File: src/rtl/dqp_pkg.sv
// Package for the DNS query question parser.
// Holds the result record, status codes and header byte offsets.
// No dependencies.
package dqp_pkg;

   localparam int HEADER_BYTES = 12;
   localparam int MAX_LABEL    = 64;

   localparam logic [3:0] HDR_ID_HI    = 4'd0;
   localparam logic [3:0] HDR_ID_LO    = 4'd1;
   localparam logic [3:0] HDR_COUNT_HI = 4'd4;
   localparam logic [3:0] HDR_COUNT_LO = 4'd5;

   localparam logic [2:0] TAIL_TYPE_HI  = 3'd0;
   localparam logic [2:0] TAIL_TYPE_LO  = 3'd1;
   localparam logic [2:0] TAIL_CLASS_HI = 3'd2;
   localparam logic [2:0] TAIL_CLASS_LO = 3'd3;

   localparam logic [2:0] ST_OK     = 3'd0;
   localparam logic [2:0] ST_SHORT  = 3'd1;
   localparam logic [2:0] ST_COUNT  = 3'd2;
   localparam logic [2:0] ST_NOTERM = 3'd3;
   localparam logic [2:0] ST_LONG   = 3'd4;
   localparam logic [2:0] ST_TRUNC  = 3'd5;
   localparam logic [2:0] ST_OVER   = 3'd6;
   localparam logic [2:0] ST_TAIL   = 3'd7;

   localparam logic [7:0] CHAR_DOT   = 8'h2E;
   localparam logic [7:0] CHAR_NUL   = 8'h00;
   localparam logic [7:0] CASE_SHIFT = 8'h20;

   typedef struct packed {
      logic        is_summary;
      logic [7:0]  name_char;
      logic [2:0]  status;
      logic [15:0] query_id;
      logic [15:0] query_type;
      logic [15:0] query_class;
      logic [7:0]  name_length;
   } rsp_type;

endpackage

File: src/rtl/dqp_out_queue.sv
// Two-entry result queue between the parser and the result channel.
// Depends on dqp_pkg for the result record.
module dqp_out_queue (
   input  logic             clock,
   input  logic             reset,
   input  logic             push,
   input  dqp_pkg::rsp_type push_data,
   output logic             full,
   output logic             out_valid,
   input  logic             out_stall,
   output dqp_pkg::rsp_type out_data
);
   import dqp_pkg::*;

   rsp_type    entry_ff [2];
   logic       wr_ptr_ff, wr_ptr_in;
   logic       rd_ptr_ff, rd_ptr_in;
   logic [1:0] count_ff, count_in;
   logic       pop;

   assign pop       = (count_ff != 2'd0) && !out_stall;
   assign full      = (count_ff == 2'd2);
   assign out_valid = (count_ff != 2'd0);
   assign out_data  = entry_ff[rd_ptr_ff];

   always_comb begin
      wr_ptr_in = push ? !wr_ptr_ff : wr_ptr_ff;
      rd_ptr_in = pop ? !rd_ptr_ff : rd_ptr_ff;
      count_in  = count_ff + {1'b0, push} - {1'b0, pop};
   end

   always_ff @(posedge clock) begin
      if (push) begin
         entry_ff[wr_ptr_ff] <= push_data;
      end
   end

   always_ff @(posedge clock) begin
      if (reset) begin
         wr_ptr_ff <= 1'b0;
         rd_ptr_ff <= 1'b0;
         count_ff  <= 2'd0;
      end else begin
         wr_ptr_ff <= wr_ptr_in;
         rd_ptr_ff <= rd_ptr_in;
         count_ff  <= count_in;
      end
   end

endmodule

File: src/rtl/dns_query_question_parser_core.sv
// Top level of the DNS query question parser.
// Depends on dqp_pkg and dqp_out_queue.
//
// Usage:
// The request channel carries one packet byte per transfer, with
// req_end_of_packet high on the last byte of a packet. The parser emits
// one result transfer per name character (lowercased, dots between labels)
// and one summary transfer on the last byte, which carries the status,
// transaction ID, question type and class and the name length.
// A byte is handled in the cycle it is accepted; its result is held in a
// two-entry queue and is offered on the result channel from there.
// The block takes one byte every cycle as long as the result channel does
// not stall; the queue stalls the request side only once it holds two
// results that have not been taken. Bytes that produce no result still
// need a free queue slot to be accepted.
// Reset (synchronous, active high) empties the queue and returns the
// parser to the start of a packet header. After each summary the parser
// returns to that same state on its own.
module dns_query_question_parser_core #(
   parameter int NAME_CAPACITY = 256
) (
   input  logic        clock,
   input  logic        reset,
   input  logic        req_valid,
   output logic        req_stall,
   input  logic [7:0]  req_byte_value,
   input  logic        req_end_of_packet,
   output logic        rsp_valid,
   input  logic        rsp_stall,
   output logic        rsp_is_summary,
   output logic [7:0]  rsp_name_char,
   output logic [2:0]  rsp_status,
   output logic [15:0] rsp_query_id,
   output logic [15:0] rsp_query_type,
   output logic [15:0] rsp_query_class,
   output logic [7:0]  rsp_name_length
);
   import dqp_pkg::*;

   localparam int CW = $clog2(NAME_CAPACITY);
   localparam int WW = ((CW > 7) ? CW : 7) + 1;

   localparam logic [2:0] PH_HEADER = 3'd0;
   localparam logic [2:0] PH_LEN    = 3'd1;
   localparam logic [2:0] PH_BODY   = 3'd2;
   localparam logic [2:0] PH_TAIL   = 3'd3;
   localparam logic [2:0] PH_DONE   = 3'd4;
   localparam logic [2:0] PH_ERR    = 3'd5;

   logic [2:0]    phase_ff, phase_in;
   logic [3:0]    header_offset_ff, header_offset_in;
   logic [5:0]    label_left_ff, label_left_in;
   logic [CW-1:0] chars_written_ff, chars_written_in;
   logic          first_label_ff, first_label_in;
   logic [15:0]   held_id_ff, held_id_in;
   logic [15:0]   held_count_ff, held_count_in;
   logic [15:0]   held_type_ff, held_type_in;
   logic [15:0]   held_class_ff, held_class_in;
   logic [2:0]    tail_offset_ff, tail_offset_in;
   logic [2:0]    held_error_ff, held_error_in;

   logic          accept;
   logic          queue_full;
   logic          emit;
   logic          push;
   logic [WW-1:0] need;
   logic [WW-1:0] room;
   logic [15:0]   name_len_wide;
   logic [2:0]    summary_status;
   rsp_type       result;
   rsp_type       head;

   assign req_stall = queue_full;
   assign accept    = req_valid && !queue_full;
   assign push      = accept && (emit || req_end_of_packet);

   always_comb begin
      phase_in         = phase_ff;
      header_offset_in = header_offset_ff;
      label_left_in    = label_left_ff;
      chars_written_in = chars_written_ff;
      first_label_in   = first_label_ff;
      held_id_in       = held_id_ff;
      held_count_in    = held_count_ff;
      held_type_in     = held_type_ff;
      held_class_in    = held_class_ff;
      tail_offset_in   = tail_offset_ff;
      held_error_in    = held_error_ff;
      emit             = 1'b0;
      result           = '0;
      need             = WW'(req_byte_value) + WW'(!first_label_ff);
      room             = WW'(NAME_CAPACITY - 1) - WW'(chars_written_ff);

      case (phase_ff)
         PH_HEADER: begin
            case (header_offset_ff)
               HDR_ID_HI:    held_id_in[15:8]    = req_byte_value;
               HDR_ID_LO:    held_id_in[7:0]     = req_byte_value;
               HDR_COUNT_HI: held_count_in[15:8] = req_byte_value;
               HDR_COUNT_LO: held_count_in[7:0]  = req_byte_value;
               default: ;
            endcase
            header_offset_in = header_offset_ff + 4'd1;
            if (header_offset_in == 4'(HEADER_BYTES)) begin
               if (held_count_in != 16'd1) begin
                  held_error_in = ST_COUNT;
                  phase_in      = PH_ERR;
               end else begin
                  phase_in = PH_LEN;
               end
            end
         end
         PH_LEN: begin
            if (req_byte_value == CHAR_NUL) begin
               phase_in       = PH_TAIL;
               tail_offset_in = 3'd0;
            end else if (req_byte_value >= 8'(MAX_LABEL)) begin
               held_error_in = ST_LONG;
               phase_in      = PH_ERR;
            end else begin
               // An overflowing label is still consumed; the error is
               // reported once its last byte has gone by.
               if (need > room) begin
                  held_error_in = ST_OVER;
               end else if (!first_label_ff) begin
                  emit             = 1'b1;
                  result.name_char = CHAR_DOT;
                  chars_written_in = chars_written_ff + CW'(1);
               end
               first_label_in = 1'b0;
               label_left_in  = req_byte_value[5:0];
               phase_in       = PH_BODY;
            end
         end
         PH_BODY: begin
            label_left_in = label_left_ff - 6'd1;
            if (held_error_ff == ST_OK) begin
               emit = 1'b1;
               if (req_byte_value inside {[8'h41:8'h5A]}) begin
                  result.name_char = req_byte_value + CASE_SHIFT;
               end else begin
                  result.name_char = req_byte_value;
               end
               chars_written_in = chars_written_ff + CW'(1);
            end
            if (label_left_in == 6'd0) begin
               phase_in = (held_error_ff != ST_OK) ? PH_ERR : PH_LEN;
            end
         end
         PH_TAIL: begin
            case (tail_offset_ff)
               TAIL_TYPE_HI:  held_type_in[15:8]  = req_byte_value;
               TAIL_TYPE_LO:  held_type_in[7:0]   = req_byte_value;
               TAIL_CLASS_HI: held_class_in[15:8] = req_byte_value;
               default:       held_class_in[7:0]  = req_byte_value;
            endcase
            tail_offset_in = tail_offset_ff + 3'd1;
            if (tail_offset_ff == TAIL_CLASS_LO) begin
               phase_in = PH_DONE;
            end
         end
         default: ;
      endcase

      case (phase_in)
         PH_HEADER: summary_status = ST_SHORT;
         PH_LEN:    summary_status = ST_NOTERM;
         PH_BODY:   summary_status = ST_TRUNC;
         PH_TAIL:   summary_status = ST_TAIL;
         PH_DONE:   summary_status = ST_OK;
         default:   summary_status = held_error_in;
      endcase

      name_len_wide = 16'(chars_written_in);

      if (req_end_of_packet) begin
         result.is_summary  = 1'b1;
         result.name_char   = CHAR_NUL;
         result.status      = summary_status;
         result.query_id    = held_id_in;
         result.query_type  = held_type_in;
         result.query_class = held_class_in;
         result.name_length = name_len_wide[7:0];
         phase_in         = PH_HEADER;
         header_offset_in = 4'd0;
         label_left_in    = 6'd0;
         chars_written_in = '0;
         first_label_in   = 1'b1;
         held_id_in       = 16'd0;
         held_count_in    = 16'd0;
         held_type_in     = 16'd0;
         held_class_in    = 16'd0;
         tail_offset_in   = 3'd0;
         held_error_in    = ST_OK;
      end
   end

   always_ff @(posedge clock) begin
      if (reset) begin
         phase_ff         <= PH_HEADER;
         header_offset_ff <= 4'd0;
         label_left_ff    <= 6'd0;
         chars_written_ff <= '0;
         first_label_ff   <= 1'b1;
         held_id_ff       <= 16'd0;
         held_count_ff    <= 16'd0;
         held_type_ff     <= 16'd0;
         held_class_ff    <= 16'd0;
         tail_offset_ff   <= 3'd0;
         held_error_ff    <= ST_OK;
      end else if (accept) begin
         phase_ff         <= phase_in;
         header_offset_ff <= header_offset_in;
         label_left_ff    <= label_left_in;
         chars_written_ff <= chars_written_in;
         first_label_ff   <= first_label_in;
         held_id_ff       <= held_id_in;
         held_count_ff    <= held_count_in;
         held_type_ff     <= held_type_in;
         held_class_ff    <= held_class_in;
         tail_offset_ff   <= tail_offset_in;
         held_error_ff    <= held_error_in;
      end
   end

   dqp_out_queue u_out_queue (
      .clock     (clock),
      .reset     (reset),
      .push      (push),
      .push_data (result),
      .full      (queue_full),
      .out_valid (rsp_valid),
      .out_stall (rsp_stall),
      .out_data  (head)
   );

   assign rsp_is_summary  = head.is_summary;
   assign rsp_name_char   = head.name_char;
   assign rsp_status      = head.status;
   assign rsp_query_id    = head.query_id;
   assign rsp_query_type  = head.query_type;
   assign rsp_query_class = head.query_class;
   assign rsp_name_length = head.name_length;

endmodule

File: config.mk
export PLATFORM = sky130hd
export DESIGN_NAME = dns_query_question_parser_core
export DESIGN_NICKNAME = d
export VERILOG_FILES = /design/src/rtl/dqp_pkg.sv /design/src/rtl/dqp_out_queue.sv /design/src/rtl/dns_query_question_parser_core.sv
export SDC_FILE = /design/constraint.sdc
export NUM_CORES = 1
export LEC_CHECK = 0
export ABC_AREA = 1
export BUFFER_PORTS_ARGS = -buffer_cell sky130_fd_sc_hd__buf_4
export CAP_MARGIN = 20
export CORE_AREA = 3 3 136 138
export DETAILED_ROUTE_END_ITERATION = 16
export DIE_AREA = 0 0 139 141
export PLACE_DENSITY = 0.91
export SYNTH_ARGS = -nofsm -noshare
export SYNTH_HDL_FRONTEND = slang
export SYNTH_SLANG_ARGS = --single-unit
File: constraint.sdc
create_clock -name clock -period 15.15 [get_ports clock]
set_input_delay 2.2725 -clock clock [delete_from_list [all_inputs] [get_ports clock]]
set_output_delay 2.2725 -clock clock [all_outputs]
set_load 0.1 [all_outputs]
=== Yosys cells after proc, flatten, opt, wreduce, memory -nomap -nowiden ===
Memory sizes are Yosys's and may differ from the RTL's. A register that Yosys moved wholly into a read port is not among the register bits.
Cells that the tools add are included.

* Bits in registers: 96
* RAM bits: 136
* Memories: 1
* Output and inout port bits: 70

* Magnitude comparators: 4
* Reductions and logical operators: 28
* Equal/unequal tests: 21
* Add/subtract/negate cells: 9
* Multiplexer cells: 73

{| class="wikitable"
|+ Memories
! name !! depth !! bits a word !! rd ports !! clocked after memory_dff !! wr ports !! RTL line !! RTL
|-
| u_out_queue.entry_ff || 2 || 68 || 1 || 1 || 1 || dqp_out_queue.sv:15 || <nowiki>rsp_type entry_ff [2];</nowiki>
|}

{| class="wikitable"
|+ Operator list
! cell !! number
|-
| two-way mux 8 bit || 18
|-
| two-way mux 16 bit || 8
|-
| two-way mux 68 bit || 1
|-
| two-way mux 3 bit || 16
|-
| two-way mux 6 bit || 7
|-
| one-hot mux 8 bit (2 select lines) || 2
|-
| equality test 3 x 2 -> 1 bit, second input constant || 6
|-
| >= comparator 8 x 7 -> 1 bit, second input constant || 2
|-
| != test 16 x 1 -> 1 bit, second input constant || 1
|-
| one-hot mux 3 bit (5 select lines) || 1
|-
| two-way mux 1 bit || 13
|-
| logical NOT 3 bit || 4
|-
| one-hot mux 3 bit (2 select lines) || 2
|-
| one-hot mux 3 bit (4 select lines) || 1
|-
| one-hot mux 6 bit (2 select lines) || 1
|-
| adder 8 x 1 -> 9 bit || 1
|-
| equality test 3 x 1 -> 1 bit, second input constant || 3
|-
| greater-than comparator 9 bit || 1
|-
| != test 3 bit, second input constant || 3
|-
| nonzero test 3 bit || 3
|-
| subtractor 8 x 8 -> 9 bit, first input constant || 1
|-
| adder 8 x 1 -> 8 bit, second input constant || 1
|-
| adder 8 x 6 -> 8 bit, second input constant || 1
|-
| equality test 4 x 3 -> 1 bit, second input constant || 2
|-
| 24 further kinds || 36
|}

=== Longest topological paths before layout ===
Gate-level depths: netlist (run 1).

* Depth in word-level cells: 11
* Mapped depth: 21
* Depth with buffers taken out: 21

=== Hierarchy ===
Synthesis (run 1) repeated with hierarchy kept, for this count alone.

* Cells, all modules: 1261
* Area total of the unflattened synthesis: 11345.9 µm²

{| class="wikitable"
|+ Modules (own cells, without submodules)
! module !! times used !! sequential area each (µm²) !! area each (µm²) !! cells an instance
|-
| dns_query_question_parser_core || 1 || 1841.8 || 6109.6 || 1013
|-
| dqp_out_queue || 1 || 4184.0 || 5236.3 || 248
|}

=== Worst setup path after synthesis (run 1) ===
OpenSTA, ideal clock, no wires.

* Kind: in2reg
* Start point: in req_byte_value[2]
* End point: mem u_out_queue.entry_ff[0][0] (netlist name) (enable)
* Setup slack: 7.418 ns
* Cell stages on the path: 15
* Arrival: 7.237 ns
* Cell sequence: clkbuf_1 > nand3_1 > nor3_1 > nand2_1 > xor2_1 > ha_1 > nand3_1 > inv_1 > nand3_1 > or2_2 > nand2_2 > nand3_4 > a31oi_4 > inv_1 > nor2_1

* Longest elaborated chain between the ends: 10
* Elaborated cells on any way between the ends: 12
* Classes of those cells: 1 x add/sub; 2 x order compare; 6 x mux; 3 x reduce/logical

{| class="wikitable"
|+ RTL lines
! element !! RTL line !! RTL
|-
| start: declaration || dns_query_question_parser_core.sv:26 || <nowiki>input logic [7:0] req_byte_value,</nowiki>
|-
| adder 8 x 1 -> 9 bit || dns_query_question_parser_core.sv:91 || <nowiki>need = WW'(req_byte_value) + WW'(!first_label_ff);</nowiki>
|-
| greater-than comparator 9 bit || dns_query_question_parser_core.sv:123 || <nowiki>if (need > room) begin</nowiki>
|-
| two-way mux 1 bit || dns_query_question_parser_core.sv:123 ||
|-
| two-way mux 1 bit || dns_query_question_parser_core.sv:117 || <nowiki>end else if (req_byte_value >= 8'(MAX_LABEL)) begin</nowiki>
|-
| two-way mux 1 bit * || dns_query_question_parser_core.sv:114 || <nowiki>if (req_byte_value == CHAR_NUL) begin</nowiki>
|-
| one-hot mux 1 bit (2 select lines) * || dns_query_question_parser_core.sv:94 || <nowiki>case (phase_ff)</nowiki>
|-
| logical OR 1 bit * || dns_query_question_parser_core.sv:75 || <nowiki>assign push = accept && (emit || req_end_of_packet);</nowiki>
|-
| logical AND 1 bit * || dns_query_question_parser_core.sv:75 ||
|-
| two-way mux 1 bit * || dqp_out_queue.sv:33 || <nowiki>if (push) begin</nowiki>
|-
| two-way mux 1 bit (not written as such) * || dqp_out_queue.sv:34 || <nowiki>entry_ff[wr_ptr_ff] <= push_data;</nowiki>
|-
| end: declaration || dqp_out_queue.sv:15 ||
|}

Mark *: on every way between the ends. The rest lies on a longest branch, timed or not.

=== Worst setup path after layout (run 1) ===
* Start point: in req_byte_value[0]
* End point: mem u_out_queue.entry_ff[0][36] (netlist name) (enable)

Same word-level chain as after synthesis.

==> reports/metrics.cfg, run 1 <==
[run_status]
status = finished clean

[setup_path]
reg2reg_to = u_out_queue.entry_ff[0][36]
cpMaxStageDelayCell = buf_4
rr_worst_depth = 17
worstPathArrival_ps = 5640
cp_max_fo = 68
r2r-start = first_label_ff
crit_type = in2reg
cp.required_ps = 15280
cp_slowest_stage_delay_ps = 740
path_cells = buf_4 -> ha_1 -> nand3_1 -> nor3_1 -> nand2_1 -> xor2_1 -> ha_1 -> nand3_1 -> inv_1 -> nand3_1 -> or2_2 -> nand2_2 -> nand3_4 -> a31oi_4 -> inv_1 -> nor2_4 -> buf_4
endpoint_kind = flop
cp-start-kind = input port
cpMostUsedCell = nand3_1
r2r_slack_ps = 11180

[final_layout]
antenna_cells = 0
layout-drive-gt1-share_pct = 17.16
area_delta_synth_final_pct = 13.12
fin_nets = 1332
design_area_um2 = 12750

[route]
via_per_inst = 5.847
wl_per_cell_um = 17.79
num_vias = 8981
drc_errors = 0
dr.first_iter.drc_count = 1001
drt_wl_total_um = 27320
ant_nets = 0
drtPass1Iterations = 6

[timing]
timing.setup.tns_ps = 0
clock.fmax_ghz = 0.1815
fin_skew_ps = 15.80
worst_slew_pin_slew_ps = 1014
final-setup-viol-count = 0
relSlewSlack_pct = 32.40
min_period_over_period_pct = 36.37
rsz0062_at_grt = no
fin_ws_ps = 9640
min_period_ps = 5510
slew_viol_final = 0
hold_viol = 0

[worst_hold_path]
min_path_type = reg2reg
hold_start = u_out_queue.rd_ptr_ff
worstHoldPathCells = 1

[die]
dieArea_um2 = 19600
fp-row-count = 48
chipHeight_um = 141
io_pins = 83
core_um2 = 17300
start_util_pct = 65.17
die_w_um = 139

[clocking]
cts_setup_buffers = 0
path_clk_slew_ps = 60
htree_levels = 1
cts_made_buffers = 24
clockBufferDepth = 3
cts_tree = done
cts_hold_buf = 0
cts_resized = 0
clock_latency_ps = 510
clock-sinks = 233
root_buffer = clkbuf_16

[synthesis]
postSynthNetCount = 1278
netlist_top_cells_area = edfxtp_1 36%, dfxtp_1 17%, nand2_1 7.2%
synth_compound_area_share_pct = 10.23
yosys-top-cells-count = 217 x nand2_1, 171 x inv_1, 150 x nor2_1
syn_inst = 1239
ys_types = 38
ys_seq_area_share_pct = 53.46
async_flop_share_pct = 0
post_synth_mux_area_share_pct = 6.793
synth_top_area_share_pct = 36.23
synthAdderAreaFrac_pct = 2.886
synth_edf_count = 136
synth_top_family_by_area = simple AND/OR/NAND/NOR gates
yosys.area_share.simple_pct = 17.14
yosysWarningCount = 0
synth_area_per_cell_um2 = 9.098
synth_area_um2 = 11270
synth_most_common_cell = nand2_1
synthFlopType = edfxtp_1
synth_top_cell_by_area = edfxtp_1
synth_seq_cells = 233
synthXorXnorAreaFrac_pct = 1.399

[pwr]
ir_drop_mv = 0.09507
p_leak_nw = 5.092
power_density_nw_per_um2 = 147.8

[grt]
grt_pass1_vias = 8950
grt_use_total_pct = 27.21
antenna_found_initial = 0
grt_max_degree = 93
grt_pass1_wl_um = 43830
grt-ovfl-total = 0

[placed_design]
dpl-instance-area_um2 = 11960
place_hpwl_um = 16820
gp_congestion = 0.9224
io_buffers = 82
pre_cts_ws_ps = 9176

[run]
cap_violations = 0

[kinds of logic after synthesis]
group	count (synthesis)
DFF	233
xor gates and xnor gates	18
AOI/OAI and AO/OA	206
and+or+nand+nor	454
adders and majority gates	26
muxes	68
buffers and inverters	234
[through the flow]
stage / hold WS (ps) / power, mW / cells / utilization, %
CTS: 437.6 / 1.890 / 1536 / 73.72
global route: 480.7 / 1.940 / 1536 / 73.72
global placement: 429.8 / 1.300 / 1492 / 69.17
floorplan: 422.2 / 1.197 / 1239 / -
detailed placement: 429.1 / 1.308 / 1492 / 69.17
finish: 442.8 / 1.884 / 1536 / 73.72
[worst max path at each step]
stage,endpoint,slack (ps),depth (start not counted),startpoint
after floorplan,u_out_queue.entry_ff[0][0],7420,15,req_byte_value[2]
after global placement,u_out_queue.entry_ff[0][36],9270,17,req_byte_value[0]
after detailed placement,u_out_queue.entry_ff[0][36],9180,17,req_byte_value[0]
after CTS,u_out_queue.entry_ff[0][52],9670,17,req_byte_value[0]
after global routing,u_out_queue.entry_ff[0][55],9350,17,req_byte_value[0]
final,u_out_queue.entry_ff[0][36],9640,17,req_byte_value[0]
[per-layer routing]
metal	GRT usage [%]	vias to the layer above	share of wire, %
met5	0	-	0
met4	13.18	0	4.5
met3	5.224	104	8.8
met2	47.53	444	50
met1	32.49	4211	36
li1	-	4222	-
[cell usage in the layout (no fill, tap or decap), types with 6 or more instances in the layout]
cell and count:
dfxtp_1 96, buf_4 88, clkbuf_16 25, o21ai_0 70, mux2_2 68, inv_1 169
edfxtp_1 136, ha_1 26, o22ai_1 50, xor2_1 14, nor2_1 149, nand2_1 217
a21oi_1 68, nand4_1 6, nor3_1 6, nand3_1 45
[final cells by class]
| class | instances | area (um2) |
|---|---|---|
| clock inverters | 15 | 146.4 |
| clock buffers | 29 | 640.6 |
| well taps | 225 | 281.5 |
| inverters | 174 | 653.1 |
| repair buffers | 88 | 660.6 |
| flip-flops and latches | 233 | 6027 |
| multi-input cells | 772 | 4342 |
| fillers | 1121 | 4546 |
[flip-flops by register name, indices dropped and copies added (netlist names), named ones only]
signal,flops
label_left_ff,6
first_label_ff,1
chars_written_ff,8
header_offset_ff,4
tail_offset_ff,3
u_out_queue.rd_ptr_ff,1
held_count_ff,16
u_out_queue.entry_ff,136
held_type_ff,16
held_class_ff,16
held_id_ff,16
held_error_ff,3
u_out_queue.wr_ptr_ff,1
phase_ff,3
u_out_queue.count_ff,2
[power breakdown]
part | total, mW | internal [mW] | switching [mW]
Sequential | 0.716 | 0.704 | 0.0116
Combinational | 0.584 | 0.124 | 0.460
Clock | 0.584 | 0.339 | 0.245
Total | 1.88 | 1.17 | 0.717
[worst max-delay path, delay by kind of cell]
kind,cells,cell delay [ps]
adder cells (fa/ha/maj),2,500
buffers and inverters,4,1090
XOR/XNOR,1,150
AND/OR/NAND/NOR,9,1400
AO/OA/AOI/OAI,1,200
No activity file was read; power rests on OpenSTA's default activity.
==> run 2: changes to the inputs <==
CORE_AREA = 3 3 140 142   (was 3 3 136 138)
DIE_AREA = 0 0 143 145   (was 0 0 139 141)
PLACE_DENSITY = 0.87   (was 0.91)
clock period = 5.6 ns   (was 15.15 ns; I/O delays follow)
==> reports/metrics.cfg, run 2 (synthesis results as in run 1) <==
[run_status]
status = finished clean  ; unchanged

[grt]
grt_pass1_vias = 8674  ; was 8950
grt_use_total_pct = 25.34  ; was 27.21%
grt_pass1_wl_um = 43130  ; was 43830 um
grt-ovfl-total = 0  ; unchanged
antenna_found_initial = 0  ; unchanged
grt_max_degree = 57  ; was 93

[final_layout]
largest_register_ffs = 136  ; unchanged
antenna_cells = 0  ; unchanged
area_delta_synth_final_pct = 14.21  ; was 13.12%
final_cell_mix = 217 x nand2_1, 169 x inv_1, 149 x nor2_1, 136 x edfxtp_1, 96 x dfxtp_1  ; unchanged
fin_nets = 1336  ; was 1332
fillers = 1330  ; was 1121
mostFrequentLayoutCell = nand2_1  ; unchanged
layout-drive-gt1-share_pct = 17.64  ; was 17.16%
max_flop_register = u_out_queue.entry_ff  ; unchanged

[route]
via_per_inst = 5.700  ; was 5.847
drt_wl_total_um = 26700  ; was 27320 um
num_vias = 8830  ; was 8981
routedLengthMet1_um = 10450  ; was 9919 um
wl_met3_um = 2192  ; was 2406 um
drc_errors = 0  ; unchanged
dr.first_iter.drc_count = 1048  ; was 1001
wl_per_cell_um = 17.23  ; was 17.79 um
drtPass1Iterations = 6  ; unchanged
top_layer_used = met4  ; unchanged
ant_nets = 0  ; unchanged
wl_met2_um = 13290  ; was 13780 um

[setup_path]
cpMaxStageDelayCell = buf_4  ; unchanged
endpoint_kind = flop  ; unchanged
path_cells = buf_4 -> ha_1 -> nand3_1 -> nor3_1 -> nand2_1 -> xor2_1 -> ha_1 -> nand3_1 -> inv_1 -> nand3_1 -> or2_2 -> nand2_2 -> nand3_4 -> a31oi_4 -> inv_1 -> nor2_4 -> buf_4  ; unchanged
cp.required_ps = 5750  ; was 15280 ps
cpMostUsedCell = nand3_1  ; unchanged
worstPathArrival_ps = 3930  ; was 5640 ps
cp-start-kind = input port  ; unchanged
cp_max_fo = 41  ; was 68
crit_type = in2reg  ; unchanged
cp_slowest_stage_delay_ps = 460  ; was 740 ps

[timing]
min_period_over_period_pct = 67.52
fin_skew_ps = 24.45  ; was 15.80 ps
slew_viol_final = 0  ; unchanged
rsz0062_at_grt = no  ; unchanged
timing.setup.tns_ps = 0  ; unchanged
whs_ps = 444.6  ; was 442.8 ps
worst_slew_pin_slew_ps = 993.7  ; was 1014 ps
min_period_ps = 3781
relSlewSlack_pct = 33.66  ; was 32.40%
clock.fmax_ghz = 0.2645
hold_viol = 0  ; unchanged
final-setup-viol-count = 0  ; unchanged

[die]
fp-row-count = 50  ; was 48
start_util_pct = 60.67  ; was 65.17%
die_w_um = 143  ; was 139 um
dieArea_um2 = 20740  ; was 19600 um2
core_um2 = 18580  ; was 17300 um2
chipHeight_um = 145  ; was 141 um
io_pins = 83  ; unchanged

[clocking]
cts_resized = 0  ; unchanged
cts_made_buffers = 24  ; unchanged
clock_latency_ps = 530  ; was 510 ps
path_clk_slew_ps = 60  ; about the same
cts_tree = done  ; unchanged
cts_hold_buf = 0  ; unchanged
clockBufferDepth = 3  ; unchanged
cts_setup_buffers = 0  ; unchanged
htree_levels = 1  ; unchanged
clock-sinks = 233  ; unchanged
root_buffer = clkbuf_16  ; unchanged

[placed_design]
place_hpwl_um = 17310  ; was 16820 um
io_buffers = 82  ; unchanged
gp_congestion = 0.9313  ; was 0.9224

[pwr]
p_leak_nw = 5.159  ; was 5.092 nW
power_density_nw_per_um2 = 407.3  ; was 147.8 nW/um2
ir_drop_mv = 0.2584  ; was 0.09507 mV

[worst_hold_path]
min_path_type = reg2reg  ; unchanged

[run]
cap_violations = 0  ; unchanged

-- run 2: cell types whose count changed in the layout (fill, tap and decap cells not counted), sizes merged --
| cell | change |
|---|---|
| bufinv | +3 |
| clkbuf | +1 |
| clkinvlp | -2 |
| clkinv | -1 |
| inv | -1 |
| buf | +4 |
-- run 2: report_power, final --
part           total, mW  switching, mW  internal, mW
logic               1.56           1.22         0.339
clock network       1.73          0.663          1.06
registers           1.96         0.0528          1.90
total               5.24           1.94          3.31
-- run 2: cell type report --
cell class	count	area (um2)	share of cell area, %
Multi-Input combinational cell	772	4342	33.73
Inverter	174	653.1	5.073
Clock buffer	30	653.1	5.073
Sequential cell	233	6027	46.82
Timing Repair Buffer	92	690.7	5.365
Tap cell	234	292.8	2.274
Clock inverter	14	215.2	1.672
-- run 2: final timing paths --
path         cells past startpoint                           to             startpoint  slack, ps
min reg2reg                      1                         flop  u_out_queue.rd_ptr_ff        440
max                             17  u_out_queue.entry_ff[0][27]      req_byte_value[0]       1820
max reg2reg                     17  u_out_queue.entry_ff[0][27]         first_label_ff       1930
min                              1                         flop  u_out_queue.rd_ptr_ff        440
-- run 2: critical path, delay by kind of cell --
| family | cells | cell delay (ps) |
|---|---|---|
| AO/OA/AOI/OAI | 1 | 200 |
| buffers and inverters | 4 | 810 |
| XOR/XNOR | 1 | 160 |
| adder cells (fa/ha/maj) | 2 | 480 |
| AND/OR/NAND/NOR | 9 | 1390 |
-- run 2: through the flow --
step                std cells  util (%)  area (um2)  power (mW)  worst slack (ps)
global route             1549     69.29       12870       5.394              1682
CTS                      1549     69.29       12870       5.260              1868
detailed placement       1505     64.61       12010       3.546              1357
global placement         1505     64.61       12010       3.526              1403
floorplan                1239         -       11270       3.235             456.0
finish                   1549     69.29       12870       5.243              1819
-- run 2: routing by layer --
layer  global-route usage, %  up-vias
li1                        -     4231
met1                   32.66     4122
met5                       0        -
met3                   3.626       74
met2                   43.14      403
met4                   9.553        0
==> run 3: changes to the inputs <==
CORE_AREA = 3 3 148 150   (was 3 3 140 142)
DIE_AREA = 0 0 151 153   (was 0 0 143 145)
PLACE_DENSITY = 0.83   (was 0.87)
clock period = 3.1 ns   (was 5.6 ns; I/O delays follow)
==> reports/metrics.cfg, run 3 (synthesis results as in run 1) <==
[run_status]
status = complete, but fails checks  ; was finished clean
violations = setup timing

[route]
drc_errors = 0  ; unchanged
via_per_inst = 5.587  ; was 5.700
num_vias = 9112  ; was 8830
ant_nets = 0  ; unchanged
dr.first_iter.drc_count = 956  ; was 1048
drtPass1Iterations = 5  ; was 6
drt_wl_total_um = 28430  ; was 26700 um
wl_per_cell_um = 17.43  ; was 17.23 um

[die]
die_w_um = 151  ; was 143 um
io_pins = 83  ; unchanged
fp-row-count = 53  ; was 50
chipHeight_um = 153  ; was 145 um
dieArea_um2 = 23100  ; was 20740 um2
core_um2 = 20820  ; was 18580 um2
start_util_pct = 54.13  ; was 60.67%

[timing]
clock.fmax_ghz = 0.3187
relSlewSlack_pct = 59.00  ; was 33.66%
fin_skew_ps = 31.35  ; was 24.45 ps
rsz0062_at_grt = yes  ; was no
min_period_over_period_pct = 101.2
fin_ws_ps = -38.20  ; was 1819 ps
min_period_ps = 3138
hold_viol = 0  ; unchanged
final-setup-viol-count = 31  ; was 0
worst_slew_pin_slew_ps = 613.3  ; was 993.7 ps
slew_viol_final = 0  ; unchanged

[final_layout]
antenna_cells = 0  ; unchanged
final_cell_mix = 216 x nand2_1, 166 x inv_1, 147 x nor2_1, 136 x edfxtp_1, 112 x buf_4  ; was 217 x nand2_1, 169 x inv_1, 149 x nor2_1, 136 x edfxtp_1, 96 x dfxtp_1
area_delta_synth_final_pct = 19.95  ; was 14.21%
max_flop_register = u_out_queue.entry_ff  ; unchanged
largest_register_ffs = 136  ; unchanged
fin_nets = 1377  ; was 1336
fillers = 1552  ; was 1330
mostFrequentLayoutCell = nand2_1  ; unchanged
finalNonFillerCells = 1631  ; was 1549
layout-drive-gt1-share_pct = 20.87  ; was 17.64%

[clocking]
clockBufferDepth = 3  ; unchanged
root_buffer = clkbuf_16  ; unchanged
clock_latency_ps = 530  ; about the same
clock-sinks = 233  ; unchanged
path_clk_slew_ps = 60  ; about the same
cts_made_buffers = 24  ; unchanged
cts_tree = done  ; unchanged
htree_levels = 1  ; unchanged

[setup_path]
crit_type = reg2reg  ; was in2reg
endpoint_kind = flop  ; unchanged
worstPathArrival_ps = 3360  ; was 3930 ps
cp_max_fo = 7  ; was 41
cp.required_ps = 3320  ; was 5750 ps
cp-start-kind = flop  ; was input port

[pwr]
finalPower_mw = 9.529  ; was 5.243 mW
power_density_nw_per_um2 = 704.8  ; was 407.3 nW/um2
ir_drop_mv = 0.5400  ; was 0.2584 mV
p_leak_nw = 5.413  ; was 5.159 nW

[placed_design]
io_buffers = 82  ; unchanged
dp_cells = 1571  ; was 1505
gp_congestion = 0.8982  ; was 0.9313
place_hpwl_um = 17240  ; was 17310 um

[grt]
grt-ovfl-total = 0  ; unchanged
antenna_found_initial = 0  ; unchanged
grt_use_total_pct = 22.82  ; was 25.34%
grt_pass1_vias = 8737  ; was 8674
grt_pass1_wl_um = 42830  ; was 43130 um
grt_max_degree = 84  ; was 57

[run]
cap_violations = 0  ; unchanged

[worst_hold_path]
min_path_type = in2reg  ; was reg2reg

[run 3: critical path, cell delays in order (launching register included)]
cell       delay, ps
dfxtp_4          340
inv_2             60
ha_4             150
nand3_4           80
buf_4            140
buf_4            120
xor2_1           140
ha_1             270
nand2_1           70
nor2_2           120
nand3_2           70
or2_4            250
nand2_4           80
nand3_4           70
a31oi_4          240
inv_2             90
nor2_4           170
buf_8            180
clkbuf_16        170
[run 3: repair_timing]
action	CTS	global route
pin swaps	4	12
hold buffers	0	0
gates cloned	2	5
setup endpoints to repair	60	137
gates resized for setup	7	18
setup buffers	3	7
[run 3: report_power, final]
| group | internal (mW) | leakage [nW] | total (mW) | switching (mW) |
|---|---|---|---|---|
| Combinational | 0.743 | 2.94 | 3.05 | 2.31 |
| Clock | 1.79 | 0.401 | 2.98 | 1.20 |
| Sequential | 3.44 | 2.07 | 3.49 | 0.0559 |
| Total | 5.96 | 5.41 | 9.53 | 3.56 |
[run 3: cell type report]
| cell class | count | area, um2 | area share (%) |
|---|---|---|---|
| clock buffers | 29 | 629.4 | 4.655 |
| clock inverters | 15 | 188.9 | 1.397 |
| inverters | 174 | 656.9 | 4.858 |
| multi-input cells | 772 | 4433 | 32.79 |
| flip-flops and latches | 233 | 6031 | 44.60 |
| well taps | 275 | 344.1 | 2.545 |
| repair buffers | 133 | 1237 | 9.152 |
[run 3: layer usage]
metal / up-vias / part of all wire [%] / GRT usage (%)
met2: 435 / 49 / 39.26
li1: 4297 / - / -
met4: 0 / 4.2 / 8.981
met5: - / 0 / 0
met1: 4275 / 38 / 28.50
met3: 105 / 8.1 / 3.884
[run 3: metrics by stage]
| stage | utilization (%) | hold WS (ps) | cell area [um2] | setup WS (ps) | setup TNS [ps] |
|---|---|---|---|---|---|
| 6_report | 64.93 | 203.9 | 13520 | -38.20 | -796.0 |
| 3_3_place_gp | 59.43 | 424.1 | 12370 | -23.31 | -975.1 |
| 5_1_grt | 64.93 | 211.6 | 13520 | -179.8 | -17450 |
| 4_1_cts | 63.91 | 198.1 | 13310 | 0.6835 | 0 |
| 2_1_floorplan | - | 422.2 | 11380 | -636.6 | -68530 |
| 3_5_place_dp | 59.43 | 435.0 | 12370 | -45.42 | -3953 |
[run 3: path summary, 6_finish.rpt]
path / slack [ps] / start / cells after the start / endpoint
hold / removal: 200 / reset / 2 / label_left_ff[2]
setup / recovery: -40 / first_label_ff / 18 / u_out_queue.entry_ff[0][8]
setup reg to reg: -40 / first_label_ff / 18 / u_out_queue.entry_ff[0][8]
hold reg to reg: 440 / u_out_queue.rd_ptr_ff / 1 / flop
